## src/hvdr_pkg.sv

```systemverilog
// Shared types and constants for the high-voltage supply DAC regulator.
package hvdr_pkg;

  // Input request and result payloads.
  typedef struct packed {
    logic [9:0] target_voltage;
    logic [9:0] measured_voltage;
  } req_t;

  typedef struct packed {
    logic [15:0] dac_code;
    logic [10:0] ramped_setpoint;
    logic [9:0]  correction_value;
  } rsp_t;

  // Work item handed from the front end to the back end.
  typedef struct packed {
    logic [10:0] setpoint;
    logic [9:0]  correction;
  } work_t;

  // Configuration seen by the datapath.
  typedef struct packed {
    logic       polarity_inverted;
    logic [3:0] ramp_step;
  } cfg_t;

  // Back-end sequencer states.
  typedef enum logic [2:0] {
    BK_IDLE,
    BK_SCALE,
    BK_CLAMP,
    BK_MAP,
    BK_OUT
  } bk_state_t;

  // Register selects, taken from paddr bit 2.
  localparam logic RegPolarity = 1'b0;
  localparam logic RegRampStep = 1'b1;

  localparam int AddrWidth = 3;

  // Reset values of the configuration registers.
  localparam logic       PolarityReset = 1'b0;
  localparam logic [3:0] RampStepReset = 4'd2;

  // Integrator limits.
  localparam logic [9:0] CorrMax   = 10'h3FF;
  localparam logic [9:0] CorrReset = 10'h200;

  // Scaling constants.
  localparam logic [13:0] ScaleBase = 14'h1E00;
  localparam logic [22:0] RoundHalf = 23'd128;
  localparam logic [9:0]  ScaledMax = 10'd955;

  // DAC mapping: code = scaled * gain / 2^DacShift.
  localparam int          DacGainInt = 65535 * 16384 / 955;
  localparam logic [20:0] DacGain    = 21'(DacGainInt);
  localparam int          DacShift   = 14;

  // Front-to-back queue geometry.
  localparam int QueueDepth = 2;
  localparam int QPtrWidth  = $clog2(QueueDepth);
  localparam int QCntWidth  = $clog2(QueueDepth + 1);

endpackage

```

## src/hvdr_front.sv

```systemverilog
// Front end: accepts requests and updates the integrator and ramped setpoint.
module hvdr_front (
  input  logic             clk,
  input  logic             rst,
  input  logic             push,
  input  hvdr_pkg::req_t   req,
  input  logic [3:0]       ramp_step,
  input  logic             queue_full,
  output logic             work_push,
  output hvdr_pkg::work_t  work
);

  logic [9:0]  correction;
  logic [9:0]  correction_next;
  logic [10:0] setpoint;
  logic [10:0] setpoint_next;
  logic [11:0] ramp_sum;
  logic [10:0] target_ext;
  logic        accept;

  assign accept     = push && !queue_full;
  assign target_ext = {1'b0, req.target_voltage};
  assign ramp_sum   = {1'b0, setpoint} + {8'b0, ramp_step};

  // Integrator moves one count toward the request and saturates at both ends.
  always_comb begin
    correction_next = correction;
    if (req.target_voltage > req.measured_voltage) begin
      if (correction != hvdr_pkg::CorrMax) begin
        correction_next = correction + 10'd1;
      end
    end else if (req.target_voltage < req.measured_voltage) begin
      if (correction != 10'd0) begin
        correction_next = correction - 10'd1;
      end
    end
  end

  // Setpoint climbs by the ramp step and drops to a lower request at once.
  always_comb begin
    setpoint_next = setpoint;
    if (target_ext > setpoint) begin
      setpoint_next = ramp_sum[10:0];
    end else if (target_ext < setpoint) begin
      setpoint_next = target_ext;
    end
  end

  // State registers advance only on an accepted request.
  always_ff @(posedge clk) begin
    if (rst) begin
      correction <= hvdr_pkg::CorrReset;
      setpoint   <= 11'd0;
    end else if (accept) begin
      correction <= correction_next;
      setpoint   <= setpoint_next;
    end
  end

  assign work_push       = accept;
  assign work.setpoint   = setpoint_next;
  assign work.correction = correction_next;

endmodule

```

## src/hvdr_queue.sv

```systemverilog
// Two-entry queue that decouples the front end from the back end.
module hvdr_queue (
  input  logic             clk,
  input  logic             rst,
  input  logic             push,
  input  hvdr_pkg::work_t  wdata,
  output logic             full,
  input  logic             pop,
  output hvdr_pkg::work_t  rdata,
  output logic             empty
);

  hvdr_pkg::work_t                   entries [hvdr_pkg::QueueDepth];
  logic [hvdr_pkg::QPtrWidth-1:0]    wr_ptr;
  logic [hvdr_pkg::QPtrWidth-1:0]    rd_ptr;
  logic [hvdr_pkg::QCntWidth-1:0]    count;
  logic                              do_push;
  logic                              do_pop;

  assign full    = (count == hvdr_pkg::QCntWidth'(hvdr_pkg::QueueDepth));
  assign empty   = (count == '0);
  assign do_push = push && !full;
  assign do_pop  = pop && !empty;
  assign rdata   = entries[rd_ptr];

  // Storage is written at the tail.
  always_ff @(posedge clk) begin
    if (do_push) begin
      entries[wr_ptr] <= wdata;
    end
  end

  // Pointers and fill count.
  always_ff @(posedge clk) begin
    if (rst) begin
      wr_ptr <= '0;
      rd_ptr <= '0;
      count  <= '0;
    end else begin
      if (do_push) begin
        wr_ptr <= (wr_ptr == hvdr_pkg::QPtrWidth'(hvdr_pkg::QueueDepth - 1)) ?
                  '0 : wr_ptr + 1'b1;
      end
      if (do_pop) begin
        rd_ptr <= (rd_ptr == hvdr_pkg::QPtrWidth'(hvdr_pkg::QueueDepth - 1)) ?
                  '0 : rd_ptr + 1'b1;
      end
      if (do_push && !do_pop) begin
        count <= count + 1'b1;
      end else if (do_pop && !do_push) begin
        count <= count - 1'b1;
      end
    end
  end

endmodule

```

## src/hvdr_back.sv

```systemverilog
// Back end: scales the setpoint, clamps it and maps it onto the DAC code.
module hvdr_back (
  input  logic             clk,
  input  logic             rst,
  input  logic             polarity_inverted,
  input  logic             work_empty,
  input  hvdr_pkg::work_t  work,
  output logic             work_pop,
  output logic             empty,
  input  logic             pop,
  output hvdr_pkg::rsp_t   rsp
);

  hvdr_pkg::bk_state_t state;
  hvdr_pkg::bk_state_t state_next;

  logic [10:0]  setpoint;
  logic [9:0]   correction;
  logic [13:0]  gain_sum;
  logic [10:0]  gain;
  logic [21:0]  scale_prod;
  logic [22:0]  rounded;
  logic [9:0]   scaled;
  logic [30:0]  map_prod;
  logic [15:0]  code;
  logic         out_valid;
  logic         out_load;
  hvdr_pkg::rsp_t out_reg;

  // Gain is (ScaleBase + correction) >> 3.
  assign gain_sum = hvdr_pkg::ScaleBase + {4'b0, correction};
  assign gain     = gain_sum[13:3];
  assign rounded  = {1'b0, scale_prod} + hvdr_pkg::RoundHalf;
  assign code     = map_prod[hvdr_pkg::DacShift+15:hvdr_pkg::DacShift];

  // Sequencer state register.
  always_ff @(posedge clk) begin
    if (rst) begin
      state <= hvdr_pkg::BK_IDLE;
    end else begin
      state <= state_next;
    end
  end

  // Next state and handshake outputs.
  always_comb begin
    state_next = state;
    work_pop   = 1'b0;
    out_load   = 1'b0;
    case (state)
      hvdr_pkg::BK_IDLE: begin
        if (!work_empty) begin
          work_pop   = 1'b1;
          state_next = hvdr_pkg::BK_SCALE;
        end
      end
      hvdr_pkg::BK_SCALE: state_next = hvdr_pkg::BK_CLAMP;
      hvdr_pkg::BK_CLAMP: state_next = hvdr_pkg::BK_MAP;
      hvdr_pkg::BK_MAP:   state_next = hvdr_pkg::BK_OUT;
      hvdr_pkg::BK_OUT: begin
        if (!out_valid || pop) begin
          out_load   = 1'b1;
          state_next = hvdr_pkg::BK_IDLE;
        end
      end
      default: state_next = hvdr_pkg::BK_IDLE;
    endcase
  end

  // Datapath registers, one operation per state.
  always_ff @(posedge clk) begin
    case (state)
      hvdr_pkg::BK_IDLE: begin
        if (work_pop) begin
          setpoint   <= work.setpoint;
          correction <= work.correction;
        end
      end
      hvdr_pkg::BK_SCALE: scale_prod <= gain * setpoint;
      hvdr_pkg::BK_CLAMP: begin
        if (rounded[22:10] > {3'b0, hvdr_pkg::ScaledMax}) begin
          scaled <= hvdr_pkg::ScaledMax;
        end else begin
          scaled <= rounded[19:10];
        end
      end
      hvdr_pkg::BK_MAP: map_prod <= scaled * hvdr_pkg::DacGain;
      default: ;
    endcase
  end

  // Result register holds one finished result until it is taken.
  always_ff @(posedge clk) begin
    if (out_load) begin
      out_reg.dac_code         <= polarity_inverted ? code : ~code;
      out_reg.ramped_setpoint  <= setpoint;
      out_reg.correction_value <= correction;
    end
  end

  always_ff @(posedge clk) begin
    if (rst) begin
      out_valid <= 1'b0;
    end else if (out_load) begin
      out_valid <= 1'b1;
    end else if (pop) begin
      out_valid <= 1'b0;
    end
  end

  assign empty = !out_valid;
  assign rsp   = out_reg;

endmodule

```

## src/hv_supply_dac_regulator_unit.sv

```systemverilog
// Top level of the high-voltage supply DAC regulator with its register port.
//
// Each request is one regulation tick and yields exactly one result. The front
// end takes a request whenever its two-entry queue has room, updating the
// correction integrator and the ramped setpoint at once. The back end sequencer
// then handles one tick at a time (load, scale multiply, round and clamp, DAC
// mapping multiply, result write), taking the next tick only after the result
// write, which waits until any earlier result has been taken. A finished result
// waits in an output register while the front end keeps accepting requests.
// Registers: polarity at byte address 0, ramp step at byte address 4.
module hv_supply_dac_regulator_unit (
  input  logic                          clk,
  input  logic                          rst,
  input  logic                          push,
  output logic                          full,
  input  hvdr_pkg::req_t                req,
  output logic                          empty,
  input  logic                          pop,
  output hvdr_pkg::rsp_t                rsp,
  input  logic                          psel,
  input  logic                          penable,
  input  logic                          pwrite,
  input  logic [hvdr_pkg::AddrWidth-1:0] paddr,
  input  logic [31:0]                   pwdata,
  output logic [31:0]                   prdata,
  output logic                          pready
);

  hvdr_pkg::cfg_t  cfg;
  hvdr_pkg::work_t work_in;
  hvdr_pkg::work_t work_out;
  logic            work_push;
  logic            work_pop;
  logic            work_full;
  logic            work_empty;
  logic            cfg_write;

  assign pready    = 1'b1;
  assign cfg_write = psel && penable && pwrite;

  // Configuration registers.
  always_ff @(posedge clk) begin
    if (rst) begin
      cfg.polarity_inverted <= hvdr_pkg::PolarityReset;
      cfg.ramp_step         <= hvdr_pkg::RampStepReset;
    end else if (cfg_write) begin
      case (paddr[2])
        hvdr_pkg::RegPolarity: cfg.polarity_inverted <= pwdata[0];
        hvdr_pkg::RegRampStep: cfg.ramp_step         <= pwdata[3:0];
        default: ;
      endcase
    end
  end

  // Register read-back.
  always_comb begin
    case (paddr[2])
      hvdr_pkg::RegPolarity: prdata = {31'b0, cfg.polarity_inverted};
      hvdr_pkg::RegRampStep: prdata = {28'b0, cfg.ramp_step};
      default:               prdata = 32'b0;
    endcase
  end

  hvdr_front u_front (
    .clk        (clk),
    .rst        (rst),
    .push       (push),
    .req        (req),
    .ramp_step  (cfg.ramp_step),
    .queue_full (work_full),
    .work_push  (work_push),
    .work       (work_in)
  );

  hvdr_queue u_queue (
    .clk   (clk),
    .rst   (rst),
    .push  (work_push),
    .wdata (work_in),
    .full  (work_full),
    .pop   (work_pop),
    .rdata (work_out),
    .empty (work_empty)
  );

  hvdr_back u_back (
    .clk               (clk),
    .rst               (rst),
    .polarity_inverted (cfg.polarity_inverted),
    .work_empty        (work_empty),
    .work              (work_out),
    .work_pop          (work_pop),
    .empty             (empty),
    .pop               (pop),
    .rsp               (rsp)
  );

  assign full = work_full;

endmodule

```

## config.mk

```make
export PLATFORM = sky130hd
export DESIGN_NAME = hv_supply_dac_regulator_unit
export DESIGN_NICKNAME = d
export VERILOG_FILES = /design/src/hvdr_pkg.sv /design/src/hvdr_front.sv /design/src/hvdr_queue.sv /design/src/hvdr_back.sv /design/src/hv_supply_dac_regulator_unit.sv
export SDC_FILE = /design/constraint.sdc
export NUM_CORES = 1
export LEC_CHECK = 0
export BUFFER_PORTS_ARGS = -buffer_cell sky130_fd_sc_hd__clkbuf_2
export CAP_MARGIN = 20
export CELL_PAD_IN_SITES_DETAIL_PLACEMENT = 1
export CELL_PAD_IN_SITES_GLOBAL_PLACEMENT = 1
export CORE_MARGIN = 5
export CORE_UTILIZATION = 49
export DETAILED_ROUTE_END_ITERATION = 7
export PLACE_DENSITY_LB_ADDON = 0.08
export SLEW_MARGIN = 0
export SYNTH_ARGS = -nofsm -noshare
export SYNTH_HDL_FRONTEND = slang
export SYNTH_HIERARCHICAL = 1
export SYNTH_SLANG_ARGS = --single-unit
```

## constraint.sdc

```tcl
create_clock -name clk -period 7.76 [get_ports clk]
set_clock_uncertainty 0.1 [all_clocks]
set_input_delay 0.776 -clock clk [delete_from_list [all_inputs] [get_ports clk]]
set_output_delay 0.776 -clock clk [all_outputs]
set_load 0.01 [all_outputs]
```

==> results.env <==
CRIT_PATH_MAX_FANOUT=7
YOSYS_MOST_USED_DFF='sky130_fd_sc_hd__edfxtp_1'
SYNTHTOLAYOUTAREAGROWTH_PCT=8.660
WORSTPATHARRIVAL_NS=6.27
OUTCOME='finished clean'
ROUTE.ANTENNA.REMAINING_NETS=0
FIRST_PASS_GRT_WIRE_LENGTH_UM=54990
ROUTED_WL_UM=32780
BOUNDARYPINS=134
UPPER_CLOCK_FREQUENCY_LIMIT_GHz=0.1617
WORSTSKEWPAIRLATENCY_NS=0.43
PLACEABLECOREAREA_SQ_MM=0.03051
POST_DRT_WL_PER_CELL_UM=17.42
FINAL-INSTANCE-COUNT-EXCL-FILL=1882
REPORT.FINAL.HOLD_VIOL_COUNT=0
FINALWEIGHTEDCONGESTION=0.8338
GRT_OVERFLOW_TOTAL=0
DIE_HEIGHT_UM=185.6
YS_ASYNC_SR_FRACTION=0
GLOBALROUTETOTALUTIL=0.1994
LAYOUT_COMMONEST_CELL='sky130_fd_sc_hd__inv_1'
KIND_OF_PATH_BEHIND_THE_TIGHTEST_HOLD_CHECK='reg -> reg'
PORT_BUFFERS=74
CLK_PIN_SLEW_WORST_PATHS_NS=0.07
SYNTH_AREA_LEADER_CELL='sky130_fd_sc_hd__edfxtp_1'
WORST-ENDPOINT-REQUIRED_NS=7.85
TIMING.FINAL.MAX_SLEW_VIOLATIONS=0
SYNTH.TOP_CELLS.BY_AREA='sky130_fd_sc_hd__edfxtp_1 28%, sky130_fd_sc_hd__fa_1 17%, sky130_fd_sc_hd__ha_1 14%'
EDFF_COUNT_SYNTH=141
CTS_BUFFERS=17
NUM_ANTENNA_CELLS=0
KIND_OF_START_POINT_OF_THE_CRITICAL_PATH='flip-flop'
SLEW_HEADROOM=0.3387
DRC=0
FLOORPLAN.DIE.WIDTH_UM=185.6
GRT_MAX_DEGREE=43
PATH_DELAY_FAMILY='adder cells'
CTS_HOLD_REPAIR.BUFFERS=0
FINISH.UTILIZATION=0.5383
YS_SEQ_AREA_FRAC=0.3265
REPORT.FINAL.SETUP_VIOL=0
SYNTH_TOP_AREA_SHARE=0.2802
RSZ0062_AT_GRT='no'
SETUP_REPAIR_BUFS_AFTER_CTS=0
POST_CTS_RESIZED=0
POST_SYNTH_NUM_CELL_TYPES=85
VIAS=10100
FINAL.SETUP.TNS_NS=0
ANTENNA_FOUND_INITIAL=0
CLOCK_TREE_FROM_TRITONCTS='done'
POST_SYNTH_INSTANCE_AREA_SQ_MM=0.01511
FINAL.PERIOD_UTILIZATION=0.7969
MIN_CLOCK_PERIOD_POST_ROUTE_NS=6.184
WORST-SETUP-PATH-TYPE='reg -> reg'
FLOORPLAN.ROWS=64
INITIAL_STANDARD_CELL_UTILIZATION_OF_THE_CORE=0.4954
FINAL_HOLD_SLACK_NS=0.3212
DRV_CAP=0
CTS_NUM_SINKS=176
DP_HPWL_UM=25740
SYNTHCELLS=1409
FINAL_LAYOUT_SIZE_SUFFIX_GT1_FRAC=0.1184
LAYOUT.NETS=1834
LAYOUT.CELLS.MOST_COMMON_LIST='243 x sky130_fd_sc_hd__inv_1, 165 x sky130_fd_sc_hd__ha_1, 141 x sky130_fd_sc_hd__edfxtp_1'
CLOCK_PATH_BUFFERS=2
SYNTH.FF_LATCH_COUNT=176
SYNTHESIS.YOSYS.WARNINGS=6
TIGHTESTPINTRANSITION_NS=0.9906
CRITPATHMAXSTAGEDELAY_NS=0.74
PLACED_CELLS=1851
ROUTED_VIA_DENSITY=5.365
CTSROOTBUFFERMASTER='sky130_fd_sc_hd__clkbuf_16'
DRT_ITER0_DRC=437
H-TREE-DEPTH=4
WORSTPATHCELLLIST='fa_1, inv_1, fa_1, inv_1, fa_1, inv_1, fa_1, inv_1, fa_1, ha_1, a41oi_1, o21ai_0, o21bai_1, a31oi_1, o21ai_2, or3b_1, and3_1'
CRITPATHMOSTFREQUENTCELL='sky130_fd_sc_hd__fa_1'
DRT_PRE_ANTENNA_ITERS=5
CPMAXSTAGEDELAYCELL='sky130_fd_sc_hd__fa_1'
SYN-MEAN-INSTANCE-AREA_SQ_UM=10.73
FIRST_GLOBAL_VIAS=10900
CRITICAL_PATH.N_BUFFERS_INVERTERS=4
WORSTSETUPENDPOINTTYPE='flip-flop'
DIE_AREA_SQ_MM=0.03445
## cell families (layout without fill, tap and decap cells)
| kind of cell | Yosys count | after routing | synth area share |
|---|---|---|---|
| buffers and inverters | 307 | 356 | 0.08668 |
| xor gates and xnor gates | 70 | 70 | 0.04057 |
| muxes | 41 | 41 | 0.02997 |
| DFF | 176 | 176 | 0.3265 |
| adders and majority gates | 297 | 297 | 0.3114 |
| AOI/OAI and AO/OA | 193 | 193 | 0.08842 |
| and+or+nand+nor | 322 | 322 | 0.1157 |
| other | 3 | 31 | 0.0007450 |
## per-layer routing
layer	up-vias	track usage	share of wire
met5	-	0	0
met4	0	0.03410	0.0067
met3	15	0.02775	0.028
met2	151	0.3496	0.50
met1	5125	0.2694	0.46
li1	4805	-	-
## registers in the layout (all words and copies together) (netlist names), named ones only
register	cells
u_front/setpoint	11
u_back/out_valid	1
cfg	5
u_back/rsp	37
u_back/correction	10
u_back/map_prod	16
u_front/correction	10
u_back/scale_prod	15
u_back/setpoint	11
u_queue/count	2
u_queue/rd_ptr	1
u_back/state	3
u_queue/wr_ptr	1
u_back/scaled	10
u_queue/entries	42
## worst paths after layout
kind         cells past startpoint                 start                  end  slack, ns
max                             17      u_back/scaled[7]  u_back/map_prod[23]       1.58
min                              0  u_back/correction[2]        u_back/rsp[2]       0.32
max reg2reg                     17      u_back/scaled[7]  u_back/map_prod[23]       1.58
min reg2reg                      0  u_back/correction[2]        u_back/rsp[2]       0.32
## per-stage QoR
step / cell area [sq um] / setup WS, ns
4_1_cts: 16410 / 1.607
6_report: 16420 / 1.576
3_3_place_gp: 15760 / 1.758
5_1_grt: 16420 / 1.321
3_5_place_dp: 15790 / 1.670
2_1_floorplan: 15220 / 2.232
## cells in the mapped netlist (7+ instances only)
cell type	count
sky130_fd_sc_hd__inv_1	243
sky130_fd_sc_hd__ha_1	165
sky130_fd_sc_hd__edfxtp_1	141
sky130_fd_sc_hd__fa_1	132
sky130_fd_sc_hd__nand2_1	82
sky130_fd_sc_hd__nor2_1	56
sky130_fd_sc_hd__and2_1	50
sky130_fd_sc_hd__xnor2_1	50
sky130_fd_sc_hd__a21oi_1	45
sky130_fd_sc_hd__o21ai_0	40
sky130_fd_sc_hd__dfxtp_1	35
sky130_fd_sc_hd__buf_4	31
sky130_fd_sc_hd__mux2_2	26
sky130_fd_sc_hd__nand3_1	21
sky130_fd_sc_hd__xor2_1	20
sky130_fd_sc_hd__clkbuf_1	19
sky130_fd_sc_hd__nand2b_1	19
sky130_fd_sc_hd__nor2b_1	17
sky130_fd_sc_hd__a21o_1	13
sky130_fd_sc_hd__nor3_1	13
sky130_fd_sc_hd__a211oi_1	10
sky130_fd_sc_hd__a31oi_1	10
sky130_fd_sc_hd__mux2i_1	10
sky130_fd_sc_hd__nand4_1	10
sky130_fd_sc_hd__o21a_1	9
sky130_fd_sc_hd__and3_1	8
sky130_fd_sc_hd__buf_2	8
sky130_fd_sc_hd__o21bai_1	7
## final cells by class
cell class / instances / area, sq um
repair buffers: 83 / 461.7
inverters: 243 / 912.1
multi-input cells: 954 / 8997
fillers: 3336 / 14090
clock inverters: 12 / 191.4
clock buffers: 18 / 429.2
flip-flops and latches: 176 / 4935
well taps: 396 / 495.5
Power is not shown: default switching activity piles up to over one toggle a cycle in this logic, so the estimate is an artifact.
